===== config.mk =====
export PLATFORM = sky130hd
export DESIGN_NAME = tsi_ram
export DESIGN_NICKNAME = d
export VERILOG_FILES = /design/src/hdl/tsi_ram.sv
export SDC_FILE = /design/constraint.sdc
export NUM_CORES = 1
export LEC_CHECK = 0
export BUFFER_PORTS_ARGS = -buffer_cell sky130_fd_sc_hd__buf_2
export CORE_MARGIN = 5
export CORE_UTILIZATION = 58
export CTS_CLUSTER_DIAMETER = 40
export DETAILED_ROUTE_END_ITERATION = 10
export PLACE_DENSITY = 0.72
export SYNTH_ARGS = -nofsm -noshare
export SYNTH_HDL_FRONTEND = slang
export SYNTH_SLANG_ARGS = --single-unit

===== constraint.sdc =====
create_clock -name clock -period 9.9 [get_ports clock]
set_clock_uncertainty 0.15 [all_clocks]
set_input_delay 1.98 -clock clock [delete_from_list [all_inputs] [get_ports clock]]
set_output_delay 1.98 -clock clock [all_outputs]
set_load 0.03 [all_outputs]

===== src/hdl/tsi_ram.sv =====
// ----------------------------------------------------------------------------
// tsi_ram
// single port synchronous ram, registered read
// ----------------------------------------------------------------------------
module tsi_ram #(
   parameter int unsigned WIDTH = 64,
   parameter int unsigned DEPTH = 16
) (
   input  logic                     clock,
   input  logic                     we,
   input  logic [$clog2(DEPTH)-1:0] addr,
   input  logic [WIDTH-1:0]         wdata,
   output logic [WIDTH-1:0]         rdata
);
   logic [WIDTH-1:0] mem [DEPTH];

   always_ff @(posedge clock) begin
      if (we) begin
         mem[addr] <= wdata;
      end
      rdata <= mem[addr];
   end
endmodule

; ---- Word-level counts from Yosys, hierarchy flattened
; Memory sizes are Yosys's and may differ from the RTL's. A register that Yosys moved wholly into a read port is not among the register bits.
; Index checks and enable logic that the tools add are counted.
; Widths: inputs -> output; s select.
[op_classes]
mux = 2
[ops]
columns = cell, count
row1 = $mux 1, 2
[totals]
ramBits = 1024
in_bits = 70
elab_cells = 3
regBits = 0
memories = 1
[mem_list]
columns = memory, depth, word_bits, read_ports, rd_clocked_by_memory_dff, write_ports, line
row1 = mem, 16, 64, 1, 1, 1, 15  ; logic [WIDTH-1:0] mem [DEPTH];

; ---- Depth between registers and ports, before layout
; Gate-level depths: netlist of run 1.
[depth]
ltp_word = 2
mapped_depth = 6
mapped_depth_nobuf = 3

; ---- Worst setup path before layout of run 1
; Ideal clock, no wire load.
[synth_path]
kind = in2reg
startpoint = input port addr[1]
endpoint = memory mem[0][0] (enable)
arrival_time_ns = 6.912
setup_slack_ns = 2.273
stages = 4
path_cell_list = buf_2 > buf_2 > buf_1 > nor3_1
[synth_lines]
columns = item, line
row1 = start: declaration, 11  ; input logic [$clog2(DEPTH)-1:0] addr,
row2 = end: declaration, 15
; No word-level cell before the write port.

==> results of run 1 <==
power by group through the flow:
stage               Sequential [mW]  Combinational, mW  Clock (mW)
finish                         5.19              0.490        4.67
global route                   5.20              0.525        4.97
CTS                            5.19              0.497        4.73
detailed placement             5.29              0.493           0
global placement               5.28              0.482           0
floorplan                      5.34              0.242           0
cells in the final DEF, fill, tap and decap left out:
cell / n
inv_6: 11
clkinv_1: 12
clkinv_8: 4
or3b_2: 1
diode_2: 3
buf_2: 131
and2_4: 1
nor3_2: 4
clkinvlp_4: 8
nor2b_4: 2
edfxtp_1: 1024
bufinv_16: 19
nor2_4: 13
clkbuf_8: 6
clkbuf_16: 124
clkinv_4: 12
buf_4: 30
nand2b_1: 2
nand3_1: 1
clkbuf_1: 20
clkinv_16: 1
nand2_1: 65
clkinv_2: 15
buf_8: 2
nand3b_1: 2
mux4_2: 256
buf_12: 1
a22oi_1: 128
dfxtp_1: 64
critical path: stages:
cell and delay, ns:
buf_8 0.42, buf_4 0.87, buf_4 0.96, mux4_2 0.44, a22oi_1 0.33, nand2_1 0.08
cell usage after synthesis (all sizes together):
library cell  number  area share (%)
nand2b             2           0.032
dfxtp             64             3.2
and2               1           0.016
a22oi            128             2.4
mux4             256              15
edfxtp          1024              78
nor2b              2           0.032
or3b               1           0.022
nor3               4           0.051
buf               48            0.63
clkbuf            37            0.35
nand3              1           0.013
nand2             65            0.62
nor2              13            0.12
nand3b             2           0.038
how the worst min path moves through the flow:
stage                               start           endpoint  cells past startpoint  slack (ns)
CTS                 mem[15][21]$_DFFE_PP_  rdata[21]$_DFF_P_                      3        0.52
global route        mem[14][14]$_DFFE_PP_  rdata[14]$_DFF_P_                      3        0.55
floorplan            mem[14][0]$_DFFE_PP_   rdata[0]$_DFF_P_                      3        0.48
finish              mem[15][21]$_DFFE_PP_  rdata[21]$_DFF_P_                      3        0.52
global placement    mem[15][45]$_DFFE_PP_  rdata[45]$_DFF_P_                      3        0.49
detailed placement  mem[15][21]$_DFFE_PP_  rdata[21]$_DFF_P_                      3        0.50
cell families (layout without fill, tap and decap cells):
group	count (synthesis)	count (layout)	synth area share (%)
simple gates	91	91	0.943
mux	256	256	14.6
compound gates	128	128	2.43
other cells	0	3	0
buf+inv	85	396	0.981
flops	1088	1088	81.1
state kept, by name, summed over array words and instances (netlist names):
name and cells:
rdata 64, mem 1024
metal layers:
layer,wire (um),vias to the layer above,track usage [%]
met5,24,-,0.197
met4,1660,4,5.86
met3,6360,123,4.14
met2,42500,812,38.0
met1,32400,9568,32.2
li1,-,7496,-
metrics by stage:
stage	hold slack (ns)	cells
floorplan	0.485	1648
global placement	0.495	2600
detailed placement	0.502	2600
CTS	0.518	2832
global route	0.549	2833
finish	0.515	2835
cell type report:
| class | instances | share of cell area (%) |
|---|---|---|
| Tap cell | 873 | 2.40 |
| Clock buffer | 150 | 7.15 |
| Sequential cell | 1088 | 70.2 |
| Antenna cell | 3 | 0.0165 |
| Timing Repair Buffer | 164 | 2.04 |
| Clock inverter | 82 | 2.30 |
| Multi-Input combinational cell | 475 | 15.9 |
==> out/qor.yml, run 1 <==
status: "finished clean"
switchingPower_mw: 2.16
critPathCapture: "rdata[31]$_DFF_P_"
cp.required_ns: 10.28
synth_nets: 1718
crit_arrival_ns: 5.28
final_util_pct: 67.7
io_buffers: 133
p_int_mw: 8.19
yosys_warnings: 0
gp_congestion: 0.737
ant_nets: 0
synth_seq_cells: 1088
grt_pass1_vias: 19000
slew_headroom_pct: 16.7
wire_per_inst_um: 29.3
die_area_um2: 73500
reg2reg_slack_ns: 8.23
rsz0062_at_grt: "false"
end_kind: "flip-flop"
synthesis.instances: 1648
dieHeight_um: 271
drv_slew: 0
num-fill-cells: 4051
grt_pass1_wl_mm: 124
hp-class: "reg -> reg"
preCtsSetupSlack_ns: 4.35
clk_latency_ns: 0.68
ctsHoldBuffers: 0
cap_violations: 0
r2r_start: "mem[0][62]$_DFFE_PP_"
via_per_inst: 6.35
comb_power_share_pct: 4.7
rr_endpoint: "rdata[62]$_DFF_P_"
total_power_mw: 10.3
min_period_ns: 4.89
setup_viol: 0
first_pass_iters: 5
worst_pin_slew_ns: 1.25
grt.overflow.total: 0
power_density_nw_per_um2: 227
tns_ns: 0
num_rows: 95
dpl.hpwl_mm: 40.1
place_area_um2: 41300
numCtsBuffers: 121
drt_iter0_drc: 2051
via_count: 18000
leakagePower_nw: 14.8
p_sw_share_pct: 20.9
cts_root_buf: "clkbuf_16"
clk_pin_slew_worst_paths_ns: 0.06
drive_above_1_share_pct: 32.7
ys_types: 18
start_util_pct: 58.6
critPathLaunchType: "primary input"
seq_area_um2: 32000
area.growth.synth_to_final_pct: 15.4
antenna_found_initial: 7
clk_path_buf_depth: 3
ys_seq_area_share_pct: 81.1
synth_area_um2: 39500
io_pins: 134
wl_mm: 83.0
drcViolationCount: 0
multi_input_area_um2: 7230
r2r_cells: 3
ctsResizeCount: 0
grt_max_degree: 103
seq_power_share_pct: 50.1
cts.sinks: 1088
coreArea_um2: 67400
htree_levels: 3
clkPwrFrac_pct: 45.1
final_area_um2: 45600
fmax_ghz: 0.204
startpoint: "addr[1]"
crit_fanout: 75
tritoncts: "yes"
critical_path_class: "in -> reg"
final_nets: 1920
syn_avg_cell_area_um2: 24.0
cts_setup_buffers: 0
setup_slack_ns: 5.01
period_share_pct: 49.4
finalHoldViolCount: 0
die_w_um: 271
peakVddDrop_mv: 0.177
grt_usage_pct: 22.8
No activity file was read; power rests on OpenSTA's default activity.
==> inputs of run 2 (changes only) <==
--- a/config.mk
+++ b/config.mk
@@ -5,12 +5,13 @@
 export SDC_FILE = /design/constraint.sdc
 export NUM_CORES = 1
 export LEC_CHECK = 0
+export ABC_AREA = 1
 export BUFFER_PORTS_ARGS = -buffer_cell sky130_fd_sc_hd__buf_2
 export CORE_MARGIN = 5
-export CORE_UTILIZATION = 58
+export CORE_UTILIZATION = 56
 export CTS_CLUSTER_DIAMETER = 40
 export DETAILED_ROUTE_END_ITERATION = 10
-export PLACE_DENSITY = 0.72
+export PLACE_DENSITY = 0.73
 export SYNTH_ARGS = -nofsm -noshare
 export SYNTH_HDL_FRONTEND = slang
 export SYNTH_SLANG_ARGS = --single-unit
==> constraint.sdc (replaced) <==
create_clock -name clock -period 4.2 [get_ports clock]
set_clock_uncertainty 0.15 [all_clocks]
set_input_delay 0.84 -clock clock [delete_from_list [all_inputs] [get_ports clock]]
set_output_delay 0.84 -clock clock [all_outputs]
set_load 0.03 [all_outputs]
==> run 2 against run 1 <==
  * Core utilization down 3.0 points
  * Highest routed layer unchanged
  * Total power increased by 140%
  * Global-route usage up 0.75 points
  * Clock power rose by 140%
  * Critical path depth up 4
  * Cell count increased by 93%
  * Via count increased by 57%
  * Area after synthesis up 11%
  * Synthesized cell count rose to 2.5 times the previous value
  * Worst setup slack lost 3.4 ns
  * Combinational power increased to 3.0 times the previous value
  * Sequential power increased by 140%
==> out/qor.yml, run 2 <==
place_inst: 5226  # was 2600
slew_headroom_pct: 22.2  # was 16.7%
drv_slew: 0  # unchanged
dpl.hpwl_mm: 46.9  # was 40.1 mm
seq_power_share_pct: 48.7  # was 50.1%
rsz0062_at_grt: "false"  # unchanged
final_util_pct: 64.7  # was 67.7%
status: "finished clean"  # unchanged
synth_nets: 4265  # was 1718
clkPwrFrac_pct: 45.4  # was 45.1%
num_rows: 102  # was 95
die_w_um: 290  # was 271 um
grt.overflow.total: 0  # unchanged
numCtsBuffers: 135  # was 121
coreArea_um2: 77700  # was 67400 um^2
gp_congestion: 0.738  # was 0.737
io_pins: 134  # unchanged
top_register: "mem"  # unchanged
synth-async-reset-ratio_pct: 0  # unchanged
place_area_um2: 45800  # was 41300 um^2
synth_area_um2: 44000  # was 39500 um^2
htree_levels: 4  # was 3
cts.sinks: 1088  # unchanged
hp-class: "in -> reg"  # was reg -> reg
cap_violations: 0  # unchanged
drive_above_1_share_pct: 9.61  # was 32.7%
synth_seq_cells: 1088  # unchanged
final_cell_mix: "2754 x nand2_1, 1024 x edfxtp_1, 137 x clkbuf_16, 131 x inv_1, 131 x buf_2"  # was 1024 x edfxtp_1, 256 x mux4_2, 131 x buf_2, 128 x a22oi_1, 124 x clkbuf_16
grt_pass1_wl_mm: 155  # was 124 mm
tritoncts: "yes"  # unchanged
synth_enable_flop_cells: 1024  # unchanged
yosys_most_used_dff: "edfxtp_1"  # unchanged
start_util_pct: 56.6  # was 58.6%
synthTopCellsByArea: "edfxtp_1 70%, nand2_1 24%, dfxtp_1 2.9%"  # was edfxtp_1 78%, mux4_2 15%, dfxtp_1 3.2%
ant_nets: 0  # unchanged
ys_types: 11  # was 18
num-fill-cells: 5661  # was 4051
switchingPower_mw: 5.62  # was 2.16 mW
peakVddDrop_mv: 0.370  # was 0.177 mV
end_kind: "flip-flop"  # unchanged
finalHoldViolCount: 0  # unchanged
crit_arrival_ns: 3.12  # was 5.28 ns
die_area_um2: 84200  # was 73500 um^2
reg_top3: "mem: 1024 flops, rdata: 64 flops"  # unchanged
dieHeight_um: 290  # was 271 um
ctsHoldBuffers: 0  # unchanged
largest_reg_flops: 1024  # unchanged
crit_top_cell: "nand2_1"  # was buf_4
setup_viol: 0  # unchanged
clk_path_buf_depth: 3  # unchanged
clk_pin_slew_worst_paths_ns: 0.06  # about the same
synth_common_cells: "2754 x nand2_1, 1024 x edfxtp_1, 131 x inv_1, 104 x buf_2, 64 x dfxtp_1"  # was 1024 x edfxtp_1, 256 x mux4_2, 128 x a22oi_1, 65 x nand2_1, 64 x dfxtp_1
yosys_warnings: 0  # unchanged
min_period_ns: 2.63
critPathLaunchType: "primary input"  # unchanged
drt_iter0_drc: 2841  # was 2051
first_pass_iters: 5  # unchanged
synthesis.instances: 4195  # was 1648
clk_latency_ns: 0.72  # was 0.68 ns
cts_setup_buffers: 0  # unchanged
p_sw_share_pct: 22.4  # was 20.9%
power_density_nw_per_um2: 499  # was 227 nW/um^2
syn_avg_cell_area_um2: 10.5  # was 24.0 um^2
crit_path_max_incr_delay_ns: 0.74  # was 0.96 ns
leakagePower_nw: 21.3  # was 14.8 nW
ys_seq_area_share_pct: 72.8  # was 81.1%
area.growth.synth_to_final_pct: 14.3  # was 15.4%
antenna_found_initial: 12  # was 7
slowest_stage: "buf_12"  # was buf_4
worst_pin_slew_ns: 1.17  # was 1.25 ns
period_share_pct: 62.5
fmax_ghz: 0.381
p_int_mw: 19.5  # was 8.19 mW
synth_top_cell_by_area: "edfxtp_1"  # unchanged
total_power_mw: 25.1  # was 10.3 mW
final_nets: 4393  # was 1920
layout_commonest_cell: "nand2_1"  # was edfxtp_1
comb_power_share_pct: 5.9  # was 4.7%
io_buffers: 133  # unchanged
crit_fanout: 226  # was 75
grt_max_degree: 227  # was 103
final_area_um2: 50300  # was 45600 um^2
critical_path_class: "in -> reg"  # unchanged
wl_mm: 100  # was 83.0 mm
cp.required_ns: 4.70  # was 10.28 ns
via_per_inst: 5.17  # was 6.35
cts_root_buf: "clkbuf_16"  # unchanged
grt_pass1_vias: 27300  # was 19.0k
grt_usage_pct: 23.6  # was 22.8%
via_count: 28300  # was 18.0k
synth.most_common_cell: "nand2_1"  # was edfxtp_1
crit_family: "buffers and inverters"  # unchanged
cp_cell_sequence: "buf_8 -> buf_12 -> nand2_1 -> nand2_1 -> nand2_1 -> nand2_1 -> nand2_1 -> nand2_1 -> inv_1 -> nand2_1"  # was buf_8 -> buf_4 -> buf_4 -> mux4_2 -> a22oi_1 -> nand2_1
layout.cells.non_filler: 5480  # was 2835
synth_top_area_share_pct: 69.9  # was 77.8%
drcViolationCount: 0  # unchanged
cp_num_buf_inv: 3  # unchanged
ctsResizeCount: 0  # unchanged
wire_per_inst_um: 18.3  # was 29.3 um
[run 2: changes by cell type after synthesis, sizes merged, moves of 3 or more]
cell    previous run  this run
nor2              13        18
nand2             65      2754
inv                0       135
a22oi            128         0
mux4             256         0
nor3               4         0
nand3              1         4
buf               48       166
clkbuf            37        30
[run 2: cells by family (layout without fill, tap and decap cells)]
family / count (synthesis) / count (layout) / synth area share, %
buffers and inverters: 331 / 568 / 3.45
AND/OR/NAND/NOR: 2776 / 2776 / 23.7
other: 0 / 8 / 0
flip-flops: 1088 / 1088 / 72.8
[run 2: worst reg2reg max path, stage by stage, from the launching register on]
cell	delay, ns
edfxtp_1	0.37
nand2_1	0.08
nand2_1	0.07
nand2_1	0.06
nand2_1	0.07
nand2_1	0.07
nand2_1	0.09
inv_1	0.07
nand2_1	0.09
[run 2: power groups by stage]
stage | clock (mW) | sequential (mW) | combinational [mW]
after global routing | 12.0 | 12.2 | 1.65
final | 11.4 | 12.2 | 1.48
after floorplan | 0 | 12.6 | 0.799
after global placement | 0 | 12.4 | 1.44
after CTS | 11.5 | 12.2 | 1.49
after detailed placement | 0 | 12.4 | 1.47
[run 2: metal layers]
| layer | share of wire [%] | vias to the layer above | global-route usage [%] | wire, um |
|---|---|---|---|---|
| met5 | 0.060 | - | 0 | 60 |
| met2 | 49 | 1014 | 39.0 | 49000 |
| li1 | - | 13700 | - | - |
| met1 | 40 | 13400 | 31.9 | 40500 |
| met4 | 2.5 | 8 | 8.04 | 2530 |
| met3 | 8.0 | 177 | 4.56 | 8010 |
[run 2: per-stage QoR]
step / hold WS (ns) / TNS [ns] / setup WS (ns)
floorplan: 0.493 / -582.90 / -0.694
global placement: 0.513 / 0 / 0.916
detailed placement: 0.524 / 0 / 0.879
CTS: 0.303 / 0 / 1.65
global route: 0.330 / 0 / 1.42
finish: 0.349 / 0 / 1.57
[run 2: cell type report]
class	instances	area (um^2)	area share, %
inverter	135	524	1.04
sequential	1088	32000	63.7
tap	1040	1300	2.59
multi-input combinational	2776	10600	21.0
clock inverter	83	890	1.77
clock buffer	163	3590	7.14
antenna	8	20.0	0.0398
timing repair buffer	187	1340	2.67
[run 2: path summary, 6_finish.rpt]
check / cells after the start / slack (ns) / endpoint / start
setup / recovery: 10 / 1.57 / rdata[17]$_DFF_P_ / addr[0]
hold / removal: 1 / 0.35 / mem[8][14]$_DFFE_PP_ / wdata[14]
setup reg to reg: 8 / 2.96 / rdata[0]$_DFF_P_ / mem[14][0]$_DFFE_PP_
hold reg to reg: 8 / 0.53 / rdata[52]$_DFF_P_ / mem[0][52]$_DFFE_PP_
